[config.mk]
export PLATFORM = sky130hd
export DESIGN_NAME = fader_percent_smoother_top
export DESIGN_NICKNAME = d
export VERILOG_FILES = /design/src/hdl/fps_pkg.sv /design/src/hdl/fader_percent_smoother_top.sv /design/src/hdl/fps_div.sv
export SDC_FILE = /design/constraint.sdc
export NUM_CORES = 1
export LEC_CHECK = 0
export ABC_AREA = 1
export BUFFER_PORTS_ARGS = -buffer_cell sky130_fd_sc_hd__buf_2
export CAP_MARGIN = 25
export CORE_UTILIZATION = 60
export CTS_CLUSTER_SIZE = 28
export DETAILED_ROUTE_END_ITERATION = 10
export GPL_ROUTABILITY_DRIVEN = 0
export HOLD_SLACK_MARGIN = 0.02
export PLACE_DENSITY = 0.78
export SYNTH_ARGS = -nofsm -noshare
export SYNTH_HDL_FRONTEND = slang
export SYNTH_SLANG_ARGS = --single-unit
[constraint.sdc]
create_clock -name i_clk -period 4.6 [get_ports i_clk]
set_input_delay 0.46 -clock i_clk [delete_from_list [all_inputs] [get_ports i_clk]]
set_output_delay 0.46 -clock i_clk [all_outputs]
set_load 0.01 [all_outputs]
[src/hdl/fps_pkg.sv]
// Shared types and constants of the fader percent smoother.
package fps_pkg;

    localparam int SAMPLE_W    = 10;
    localparam int PCT_W       = 7;
    localparam int DIV_DVD_W   = 17;
    localparam int DIV_DVS_W   = 7;
    localparam int DIV_CNT_W   = 5;
    localparam int SCALED_W    = 24;

    localparam logic [PCT_W-1:0]     TOP_RESET = 7'd100;
    localparam logic [PCT_W-1:0]     PCT_MAX   = 7'd100;
    localparam logic [SCALED_W-1:0]  ROUND_ADD = 24'd512;
    localparam logic [DIV_DVD_W-1:0] GAIN_MUL  = 17'd100;
    localparam logic [SCALED_W-1:0]  PCT_MUL   = 24'd100;

    typedef struct packed {
        logic                 start;
        logic [DIV_DVD_W-1:0] dividend;
        logic [DIV_DVS_W-1:0] divisor;
    } t_div_req;

    typedef struct packed {
        logic                 done;
        logic [DIV_DVD_W-1:0] quotient;
    } t_div_rsp;

endpackage

[src/hdl/fader_percent_smoother_top.sv]
// Top level of the fader percent smoother: gain fix, percent scale, ring average.
// Flow: an accepted sample starts the 17-step gain divide, then passes the request, percent,
// sum and output stages; when top_percent is 0 the divide and percent stages are skipped.
// A new sample is taken only after the previous result is registered; a stalled result holds input.
// Reset: synchronous active low; ring reads as zero via valid bits, sum and slot
// clear, top_percent returns to 100.
module fader_percent_smoother_top
    import fps_pkg::*;
#(
    parameter int WINDOW_LEN = 8
) (
    input  logic        i_clk,
    input  logic        i_rst_n,
    input  logic        i_s_tvalid,
    output logic        o_s_tready,
    input  logic [15:0] i_s_tdata,   // [9:0] adc_sample
    output logic        o_m_tvalid,
    input  logic        i_m_tready,
    output logic [7:0]  o_m_tdata,   // [6:0] smoothed_percent
    input  logic        i_cfg_valid,
    output logic        o_cfg_ready,
    input  logic [7:0]  i_cfg_data   // [6:0] top_percent
);

    localparam int SLOT_W = (WINDOW_LEN > 1) ? $clog2(WINDOW_LEN) : 1;
    localparam int SUM_W  = $clog2(100 * WINDOW_LEN + 1);
    localparam logic [SLOT_W-1:0] SLOT_LAST = SLOT_W'(WINDOW_LEN - 1);
    localparam int REC_SHIFT = SUM_W + 7;
    localparam logic [REC_SHIFT:0] REC_MUL = (REC_SHIFT+1)'(
        ((64'd1 << REC_SHIFT) + 64'(WINDOW_LEN) - 64'd1) / 64'(WINDOW_LEN));

    typedef enum logic [2:0] {
        S_IDLE,
        S_DIV1,
        S_PCT,
        S_SUM,
        S_OUT
    } t_state;

    t_state               r_state;
    logic [PCT_W-1:0]     r_top;
    logic [SLOT_W-1:0]    r_slot;
    logic [SUM_W-1:0]     r_sum;
    logic [WINDOW_LEN-1:0] r_valid;
    logic [DIV_DVD_W-1:0] r_corr;
    logic [PCT_W-1:0]     r_pct;
    logic [PCT_W-1:0]     r_out;
    logic                 r_out_valid;
    logic [PCT_W-1:0]     r_rd;
    logic [PCT_W-1:0]     r_mem [WINDOW_LEN];
    t_div_req             r_div_req;
    t_div_rsp             div_rsp;

    logic                 s_accept;
    logic                 mem_we;
    logic [PCT_W-1:0]     old_pct;
    logic [SUM_W-1:0]     n_sum;
    logic [SCALED_W-1:0]  scaled;
    logic [SCALED_W-11:0] pct_raw;
    logic [PCT_W-1:0]     n_pct;
    logic [SUM_W+REC_SHIFT:0] avg_prod;

    fps_div u_div (
        .i_clk   (i_clk),
        .i_rst_n (i_rst_n),
        .i_req   (r_div_req),
        .o_rsp   (div_rsp)
    );

    assign o_s_tready  = (r_state == S_IDLE);
    assign s_accept    = i_s_tvalid && o_s_tready;
    assign o_cfg_ready = 1'b1;
    assign o_m_tvalid  = r_out_valid;
    assign o_m_tdata   = {1'b0, r_out};

    assign scaled  = SCALED_W'(r_corr) * PCT_MUL + ROUND_ADD;
    assign pct_raw = scaled[SCALED_W-1:10];
    assign n_pct   = (pct_raw > (SCALED_W-10)'(PCT_MAX)) ? PCT_MAX : pct_raw[PCT_W-1:0];

    assign old_pct = r_valid[r_slot] ? r_rd : '0;
    assign n_sum   = r_sum - SUM_W'(old_pct) + SUM_W'(r_pct);
    assign mem_we  = (r_state == S_SUM);

    assign avg_prod = (SUM_W+REC_SHIFT+1)'(r_sum) * REC_MUL;

    always_ff @(posedge i_clk) begin
        if (mem_we) begin
            r_mem[r_slot] <= r_pct;
        end
        r_rd <= r_mem[r_slot];
    end

    always_ff @(posedge i_clk) begin
        if (!i_rst_n) begin
            r_state     <= S_IDLE;
            r_top       <= TOP_RESET;
            r_slot      <= '0;
            r_sum       <= '0;
            r_valid     <= '0;
            r_out_valid <= 1'b0;
            r_div_req   <= '0;
        end else begin
            r_div_req.start <= (r_state == S_IDLE) && s_accept && (r_top != '0);
            if (i_cfg_valid) begin
                r_top <= i_cfg_data[PCT_W-1:0];
            end
            r_out_valid <= (r_state == S_OUT) || (r_out_valid && !i_m_tready);
            case (r_state)
                S_IDLE: begin
                    if (s_accept) begin
                        if (r_top == '0) begin
                            r_pct   <= PCT_MAX;
                            r_state <= S_SUM;
                        end else begin
                            r_div_req.dividend <=
                                DIV_DVD_W'(i_s_tdata[SAMPLE_W-1:0]) * GAIN_MUL;
                            r_div_req.divisor  <= r_top;
                            r_state            <= S_DIV1;
                        end
                    end
                end
                S_DIV1: begin
                    if (div_rsp.done) begin
                        r_corr  <= div_rsp.quotient;
                        r_state <= S_PCT;
                    end
                end
                S_PCT: begin
                    r_pct   <= n_pct;
                    r_state <= S_SUM;
                end
                S_SUM: begin
                    r_sum           <= n_sum;
                    r_valid[r_slot] <= 1'b1;
                    r_slot          <= (r_slot == SLOT_LAST) ? '0 : r_slot + 1'b1;
                    r_state         <= S_OUT;
                end
                S_OUT: begin
                    if (!r_out_valid || i_m_tready) begin
                        r_out   <= avg_prod[REC_SHIFT +: PCT_W];
                        r_state <= S_IDLE;
                    end
                end
                default: begin
                    r_state <= S_IDLE;
                end
            endcase
        end
    end

endmodule

[src/hdl/fps_div.sv]
// Iterative restoring divider, one quotient bit per cycle.
module fps_div
    import fps_pkg::*;
(
    input  logic     i_clk,
    input  logic     i_rst_n,
    input  t_div_req i_req,
    output t_div_rsp o_rsp
);

    logic                 r_busy;
    logic                 r_done;
    logic [DIV_CNT_W-1:0] r_count;
    logic [DIV_DVS_W-1:0] r_rem;
    logic [DIV_DVS_W-1:0] r_dvs;
    logic [DIV_DVD_W-1:0] r_quo;

    logic [DIV_DVS_W:0]   trial;
    logic                 fits;
    logic [DIV_DVS_W:0]   diff;

    assign trial = {r_rem, r_quo[DIV_DVD_W-1]};
    assign fits  = (trial >= {1'b0, r_dvs});
    assign diff  = trial - {1'b0, r_dvs};

    always_ff @(posedge i_clk) begin
        if (!i_rst_n) begin
            r_busy  <= 1'b0;
            r_done  <= 1'b0;
            r_count <= '0;
        end else begin
            r_done <= 1'b0;
            if (i_req.start) begin
                r_busy  <= 1'b1;
                r_count <= '0;
                r_rem   <= '0;
                r_dvs   <= i_req.divisor;
                r_quo   <= i_req.dividend;
            end else if (r_busy) begin
                r_rem   <= fits ? diff[DIV_DVS_W-1:0] : trial[DIV_DVS_W-1:0];
                r_quo   <= {r_quo[DIV_DVD_W-2:0], fits};
                r_count <= r_count + 1'b1;
                if (r_count == DIV_CNT_W'(DIV_DVD_W - 1)) begin
                    r_busy <= 1'b0;
                    r_done <= 1'b1;
                end
            end
        end
    end

    assign o_rsp.done     = r_done;
    assign o_rsp.quotient = r_quo;

endmodule
# Yosys cells after proc, flatten, opt, wreduce, memory -nomap -nowiden
# Memories as Yosys holds them, arrays and structs flattened. A register that Yosys moved wholly into a read port is not among the register bits.
# Index checks and enable logic that the tools add are counted.
dict set report totals {
  regBits 124
  ram_bits 56
  in_bits 29
  output_inout_bits 11
  elab_cells 94
  memories 1
}
dict set report op_classes {
  add_sub_neg 6
  multipliers 2
  magnitude_cmp 4
  eq_ne 10
  mux 25
  bitwise_logic 4
  n_reduce_logical 23
}
# name depth word_bits read_ports rd_ports_with_merged_regs write_ports line
set memory_table {}
lappend memory_table {r_mem 8 7 1 1 1 fader_percent_smoother_top.sv:50} ;# logic [PCT_W-1:0] r_mem [WINDOW_LEN];
# op n
set ops {}
lappend ops {{$mux 7} 6}
lappend ops {{$mux 17} 2}
lappend ops {{$add 24x10->24 const B} 1}
lappend ops {{$mul 17x5->22 const B} 1}
lappend ops {{$mul 10x5->15 const B} 1}
lappend ops {{$pmux 3 s5} 1}
lappend ops {{$gt 14x7->1 const B} 1}
lappend ops {{$pmux 7 s2} 1}
lappend ops {{$mux 3} 4}
lappend ops {{$reduce_and 3->1} 4}
lappend ops {{$add 10x7->10} 1}
lappend ops {{$sub 10x7->10} 1}
lappend ops {{$ge 8x7->1} 1}
lappend ops {{$mux 1} 8}
lappend ops {{$ne 2x1->1 const B} 4}
lappend ops {{$or 8x8->8} 1}
lappend ops {{$logic_not 7->1} 1}
lappend ops {{$reduce_bool 7->1} 1}
lappend ops {{$sub 7x7->7} 1}
lappend ops {{$eq 3x2->1 const B} 2}
lappend ops {{$eq 3x3->1 const B} 2}
lappend ops {{$add 5x1->5 const B} 1}
lappend ops {{$eq 5x5->1 const B} 1}
lappend ops {{$logic_and 1x1->1} 5}
lappend ops {{16 further kinds} 22}

# Depth between registers and ports, before layout
# Gate-level depths: netlist of run 1.
dict set report depth {
  depth_word 5
  mapped_depth 26
  mapped_depth_nobuf 26
}

# Modules after synthesis
# From an unflattened synthesis of run 1, not the netlist that was laid out.
dict set report unflattened {
  cells_unflattened 1300
  area_unflattened_um2 11244.5
}
# mod instances cells_per_inst area_each_um2 seq_area_each_um2
set modules_own_cells {}
lappend modules_own_cells {fader_percent_smoother_top 1 1061 9228.9 3853.7}
lappend modules_own_cells {fps_div 1 239 2015.7 1071.0}

# Least setup slack after synthesis of run 1
# Ideal clock, no wire load.
dict set report synth_timing {
  kind {reg-to-reg}
  start {reg r_corr[3]}
  end {reg r_pct[2] (data pin)}
  setup_time_ns 0.264
  t_arrival_ns 3.437
  t_required_ns 4.336
  path_slack_ns 0.900
  path_stages_with_launch 26
  n_path_buf 0
  period_less_slack_ns 3.700
  cell_sequence {edfxtp_1 ha_1 ha_1 inv_1 fa_1 inv_1 ha_1 nand2_1 nand2_1 inv_1 nand2_1 nand2_1 nand2_1 inv_1 ha_1 inv_1 nor2_2 nand3_2 nor2_4 nand2_1 a21boi_1 nand2_1 inv_1 nand2_1 nor2_2 nand3_1}
}
dict set report synth_via {
  elab_chain_len 5
}
# element line
set synth_rtl {}
lappend synth_rtl {{start: declaration} fader_percent_smoother_top.sv:45} ;# logic [DIV_DVD_W-1:0] r_corr;
lappend synth_rtl {{start signal: assignment} fader_percent_smoother_top.sv:124} ;# r_corr <= div_rsp.quotient;
lappend synth_rtl {{$mul 17x5->22 (*)} fader_percent_smoother_top.sv:76} ;# assign scaled = SCALED_W'(r_corr) * PCT_MUL + ROUND_ADD;
lappend synth_rtl {{$add 24x10->24 (*)} fader_percent_smoother_top.sv:76}
lappend synth_rtl {{$gt 14x7->1} fader_percent_smoother_top.sv:78} ;# assign n_pct = (pct_raw > (SCALED_W-10)'(PCT_MAX)) ? PCT_MAX : pct_raw[PCT_W-1:0];
lappend synth_rtl {{$mux 7 (*)} fader_percent_smoother_top.sv:78}
lappend synth_rtl {{$pmux 7 s2 (*)} fader_percent_smoother_top.sv:108} ;# case (r_state)
lappend synth_rtl {{end signal: assignment} fader_percent_smoother_top.sv:129} ;# r_pct <= n_pct;
lappend synth_rtl {{end: declaration} fader_percent_smoother_top.sv:46} ;# logic [PCT_W-1:0] r_pct;
# Every way passes the cells marked *; elsewhere a longest branch is shown, timed or not.
# A chain may end at the register's enable or synchronous reset.

# Worst setup path in the final report of run 1
dict set report layout_timing {
  start {reg r_corr[3]}
  end {reg r_pct[0] (data pin)}
}
# Same word-level chain as after synthesis.

==> results of run 1 <==
## flip-flops by register name, indices dropped and copies added (netlist names)
| register | count |
|---|---|
| u_div.r_dvs | 7 |
| r_state | 3 |
| u_div.r_count | 5 |
| r_valid | 8 |
| u_div.r_quo | 17 |
| r_rd | 7 |
| r_corr | 17 |
| u_div.r_rem | 7 |
| r_out | 7 |
| r_sum | 10 |
| o_m_tvalid | 1 |
| r_div_req | 23 |
| r_pct | 7 |
| r_slot | 3 |
| u_div.r_busy | 1 |
| r_mem | 56 |
| r_top | 7 |
| u_div.r_done | 1 |
## where the power goes
group	switching, mW	internal [mW]	leakage [nW]
sequential	0.0388	1.85	1.64
combinational	0.286	0.178	3.79
clock	0.682	0.727	0.283
total	1.01	2.75	5.71
## final timing paths
check,startpoint,to,slack [ns],cells past startpoint
hold reg to reg,r_sum[4],r_out[1],0.43,0
hold / removal,i_cfg_data[2],r_top[2],0.24,3
setup reg to reg,r_corr[3],r_pct[0],0.48,26
setup / recovery,r_corr[3],r_pct[0],0.48,26
## kinds of logic after synthesis
family | Yosys count | share of synthesized area [%]
and+or+nand+nor | 473 | 19.0
buffers and inverters | 260 | 8.95
DFF | 187 | 44.7
AOI/OAI and AO/OA | 167 | 8.85
adders and majority gates | 134 | 16.8
xor gates and xnor gates | 20 | 1.59
other | 2 | 0.0681
## metrics by stage
step | power, mW | worst slack [ns] | utilization, % | hold WS [ns] | cell area (µm²)
after global placement | 2.36 | 0.593 | 64.1 | 0.408 | 11500
final | 3.76 | 0.481 | 67.4 | 0.237 | 12100
after detailed placement | 2.38 | 0.519 | 64.2 | 0.412 | 11500
after CTS | 3.79 | 0.478 | 67.4 | 0.223 | 12100
after global routing | 3.93 | 0.00933 | 67.4 | 0.236 | 12100
after floorplan | 2.27 | 0.900 | - | 0.403 | 11000
## per-layer routing
metal / global-route usage, % / vias to the layer above
li1: - / 4199
met1: 28.9 / 3729
met2: 43.3 / 118
met3: 3.83 / 23
met4: 6.65 / 0
met5: 0 / -
## final cells by class
type / instances / share of cell area [%]
well taps: 229 / 2.37
clock buffers: 18 / 3.54
flip-flops and latches: 187 / 40.7
inverters: 237 / 7.35
clock inverters: 14 / 1.21
repair buffers: 51 / 2.57
multi-input cells: 796 / 42.3
## critical path: stages (launching register included)
cell,delay (ns)
edfxtp_1,0.45
ha_1,0.33
ha_1,0.28
inv_1,0.05
fa_1,0.49
inv_1,0.04
ha_1,0.36
nand2_1,0.08
nand2_1,0.06
inv_1,0.07
nand2_1,0.09
nand2_1,0.07
nand2_1,0.09
inv_1,0.09
ha_1,0.17
inv_1,0.06
nor2_2,0.15
nand2_1,0.08
nor2_1,0.10
nand3_1,0.11
nor2_1,0.13
nand3_1,0.08
nand2_1,0.07
nand2_1,0.06
nor2_2,0.17
nand3_2,0.13
nor2_1,0.12
## cell usage after synthesis, drive strengths merged, types with 2 or more instances
master,n,area share (%)
clkbuf,18,0.61
nand3,54,2.7
nor2,129,5.0
dfxtp,69,13
nand2,229,8.1
buf,5,0.27
clkinv,4,0.14
o21ai,62,2.8
ha,110,12
a211oi,5,0.34
o2111ai,3,0.24
xor2,17,1.4
a22oi,9,0.61
fa,24,4.4
nand4,21,1.2
a31oi,2,0.11
nor3,24,1.1
a21oi,61,2.8
xnor2,3,0.24
a221oi,8,0.64
o221ai,3,0.24
a22o,6,0.48
nand3b,3,0.20
nor4,9,0.51
o211ai,2,0.14
conb,2,0.068
edfxtp,118,32
inv,233,7.9
==> results_dict.tcl, run 1 <==
set metrics [dict create \
    placed_cells 1499 \
    hold_violations 0 \
    final_nets 1453 \
    hold_class "in2reg" \
    p_per_area_nw_per_um2 310 \
    grt_max_degree 36 \
    cts_made_buffers 17 \
    skew_ns 0.0196 \
    clock_latency_ns 0.43 \
    cts_setup_buffers 0 \
    fmax_mhz 243 \
    irDropWorstVdd_uv 294 \
    final_cell_mix "229 x inv_1, 217 x nand2_1, 118 x edfxtp_1" \
    start_util_pct 61.4 \
    seqCellArea_um2 4920 \
    grt_antenna_before_repair 0 \
    vias 8069 \
    synth_ff_type "edfxtp_1" \
    multi_input_area_um2 5120 \
    io_buffer_count 30 \
    route.met2.wl_mm 10.7 \
    worstPathArrival_ns 4.40 \
    htreeDepth 4 \
    viasPerCell 5.27 \
    grt_pass1_wl_mm 35.1 \
    cts.repair.resized 0 \
    synth_area_um2 11000 \
    synth.distinct_cells 46 \
    p_leak_nw 5.71 \
    first_global_vias 7742 \
    core_region_area_um2 18000 \
    ios 40 \
    synthesis.nets 1406 \
    async_reset_ff_share_pct 0 \
    final_antenna_net_count 0 \
    die_height_um 138 \
    dp_hpwl_mm 15.9 \
    drive_gt1_share_pct 9.44 \
    path_class "reg2reg" \
    root_buffer "clkbuf_16" \
    fillCellCount 1422 \
    synth-seq-cells 187 \
    max_cap_viol_count 0 \
    synth_area_per_cell_um2 8.87 \
    wl_per_cell_um 13.6 \
    detail_route.iter0.violations 454 \
    num_antenna_cells 0 \
    routed.top_layer "met4" \
    yosysSeqAreaShare_pct 44.7 \
    syn_to_final_growth_pct 9.84 \
    status "finished, final reports clean" \
    rsz0062_at_grt "no" \
    track_usage_pct 23.8 \
    worst_setup_path_start_kind "flop" \
    synth_edf_count 118 \
    worst_pin_slew_ns 0.790 \
    cp.required_ns 4.88 \
    firstDrtPassIters 7 \
    synth_cells 1243 \
    layout.cells.non_filler 1532 \
    clkTransAtPathRegs_ns 0.08 \
    met1Wirelength_mm 9.34 \
    tns_ns 0 \
    cp_max_fo 5 \
    final_common_cell "inv_1" \
    cts_tree "yes" \
    end_kind "flop" \
    gr-total-overflow 0 \
    drv_slew 0 \
    clockBufferDepth 2 \
    synth_warnings 0 \
    die_area_um2 18900 \
    clock-sinks 187 \
    die_x_um 138 \
    drc 0 \
    routed_wl_mm 20.8 \
    finalCriticalPeriod_ns 4.12 \
    fp-row-count 49 \
    dr_wl_met3_um 514 \
    post-route-period-util_pct 89.5 \
    holdBufCountCts 0 \
    max_slew_margin_pct 47.3 \
    setup_viol 0 \
]
Power figures use the tool's default switching activity.
==> run 2: changes to the inputs <==
--- a/config.mk
+++ b/config.mk
@@ -14,5 +14,5 @@
 export GPL_ROUTABILITY_DRIVEN = 0
 export HOLD_SLACK_MARGIN = 0.02
-export PLACE_DENSITY = 0.78
+export PLACE_DENSITY = 0.87
 export SYNTH_ARGS = -nofsm -noshare
 export SYNTH_HDL_FRONTEND = slang
==> constraint.sdc (replaced) <==
create_clock -name i_clk -period 5.27 [get_ports i_clk]
set_input_delay 0.527 -clock i_clk [delete_from_list [all_inputs] [get_ports i_clk]]
set_output_delay 0.527 -clock i_clk [all_outputs]
set_load 0.1 [all_outputs]
==> results_dict.tcl, run 2 (synthesis gave the netlist of run 1 again) <==
set metrics [dict create \
    fillCellCount 1350 \
    htreeDepth 4 \
    status "finished, final reports clean" \
    cell_internal_pwr_mw 2.42 \
    cp.required_ns 5.56 \
    start_util_pct 61.4 \
    clock_latency_ns 0.44 \
    cp-startpoint "r_corr[3]" \
    max_cap_viol_count 0 \
    ios 40 \
    cts.repair.resized 0 \
    critPathBufInv 5 \
    r2r_setup_slack_ns 1.15 \
    track_usage_pct 24.4 \
    hold_class "in2reg" \
    drive_gt1_share_pct 9.23 \
    final_antenna_net_count 0 \
    die_height_um 138 \
    clkTransAtPathRegs_ns 0.07 \
    rsz0062_at_grt "no" \
    layout.cells.non_filler 1529 \
    r2r_cells 26 \
    worst_setup_path_start_kind "flop" \
    path_class "reg2reg" \
    wl_per_cell_um 14.2 \
    firstDrtPassIters 7 \
    r2r-end "r_pct[0]" \
    drc 0 \
    routed_wl_mm 21.7 \
    dp_hpwl_mm 16.2 \
    p_sw_mw 0.896 \
    worst_pin_slew_ns 1.08 \
    skew_ns 0.0136 \
    fmax_mhz 243 \
    detail_route.iter0.violations 554 \
    syn_to_final_growth_pct 9.61 \
    gr-total-overflow 0 \
    grt_antenna_before_repair 0 \
    largest-register "r_mem" \
    placed_cells 1497 \
    vias 8351 \
    final_common_cell "inv_1" \
    root_buffer "clkbuf_16" \
    final_cell_mix "229 x inv_1, 217 x nand2_1, 118 x edfxtp_1" \
    viasPerCell 5.46 \
    cts_made_buffers 17 \
    slowest_stage "fa_1" \
    post-route-period-util_pct 78.2 \
    holdBufCountCts 0 \
    hold_violations 0 \
    final_nets 1450 \
    die_area_um2 18900 \
    tns_ns 0 \
    utilization_pct 67.3 \
    num_antenna_cells 0 \
    cts_tree "yes" \
    largest_reg_flops 56 \
    first_global_vias 8022 \
    end_kind "flop" \
    finalCriticalPeriod_ns 4.12 \
    io_buffer_count 30 \
    crit_end "r_pct[0]" \
    core_region_area_um2 18000 \
    p_per_area_nw_per_um2 275 \
    cp_top_family "adder cells" \
    p_seq_share_pct 49.7 \
    power_frac_comb_pct 12.9 \
    largestRegisters "r_mem (56), r_div_req (23)" \
    r2r_start "r_corr[3]" \
    worst-path-stages 26 \
    swShare_pct 27.0 \
    cp_max_fo 5 \
    irDropWorstVdd_uv 246 \
    clock-sinks 187 \
    whs_ns 0.302 \
    die_x_um 138 \
    drv_slew 0 \
    cts_setup_buffers 0 \
    cp_common_cell "nand2_1" \
    grt_max_degree 36 \
    p_leak_nw 5.70 \
    fp-row-count 49 \
    max_slew_margin_pct 27.5 \
    clockBufferDepth 2 \
    setup_viol 0 \
    worstPathArrival_ns 4.41 \
    grt_pass1_wl_mm 35.8 \
    p_clk_share_pct 37.4 \
    cp_slowest_stage_delay_ns 0.50 \
]
==> run 2: per-layer routing <==
metal | track usage, % | wire (µm) | vias to the layer above
li1 | - | - | 4204
met1 | 28.6 | 8850 | 3872
met2 | 43.9 | 11200 | 221
met3 | 3.68 | 992 | 54
met4 | 11.2 | 675 | 0
met5 | 0 | 0 | -
==> run 2: metrics by stage <==
step                power [mW]  setup WS (ns)  cell area [µm²]
floorplan                 2.00           1.57            11000
global placement          2.08           1.28            11500
detailed placement        2.10           1.19            11500
CTS                       3.33           1.14            12100
global route              3.45          0.765            12100
finish                    3.32           1.15            12100
==> run 2: power by group through the flow <==
| stage | registers [mW] | clock network (mW) | logic [mW] |
|---|---|---|---|
| detailed placement | 1.68 | 0 | 0.419 |
| CTS | 1.65 | 1.25 | 0.429 |
| global route | 1.65 | 1.30 | 0.491 |
| global placement | 1.68 | 0 | 0.400 |
| finish | 1.65 | 1.24 | 0.429 |
| floorplan | 1.67 | 0 | 0.330 |
==> run 2: cell type report <==
class / count / area, µm² / share of cell area (%)
Clock buffer: 19 / 454 / 3.76
Clock inverter: 13 / 123 / 1.01
Inverter: 237 / 890 / 7.36
Multi-Input combinational cell: 796 / 5120 / 42.4
Sequential cell: 187 / 4920 / 40.7
Tap cell: 229 / 287 / 2.37
Timing Repair Buffer: 48 / 285 / 2.36
==> run 2: worst min-delay path by stage <==
stage / startpoint / endpoint / slack (ns) / depth (start not counted)
after floorplan: r_div_req[0] / u_div.r_dvs[0] / 0.40 / 0
after global placement: r_div_req[1] / u_div.r_dvs[1] / 0.41 / 0
after detailed placement: r_div_req[4] / u_div.r_dvs[4] / 0.41 / 0
after CTS: i_cfg_data[2] / r_top[2] / 0.29 / 3
after global routing: i_cfg_data[3] / r_top[3] / 0.31 / 3
final: i_cfg_data[2] / r_top[2] / 0.30 / 3
==> run 2: worst register-to-register path, stage by stage, from the launching register on <==
cell      delay (ns)
edfxtp_1        0.44
ha_1            0.33
ha_1            0.29
inv_1           0.05
fa_1            0.50
inv_1           0.04
ha_1            0.36
nand2_1         0.08
nand2_1         0.06
inv_1           0.07
nand2_1         0.10
nand2_1         0.07
nand2_1         0.08
inv_1           0.08
ha_1            0.16
inv_1           0.06
nor2_2          0.14
nand2_1         0.08
nor2_1          0.10
nand3_1         0.10
nor2_1          0.15
nand3_1         0.08
nand2_1         0.06
nand2_1         0.06
nor2_2          0.17
nand3_2         0.13
nor2_1          0.12
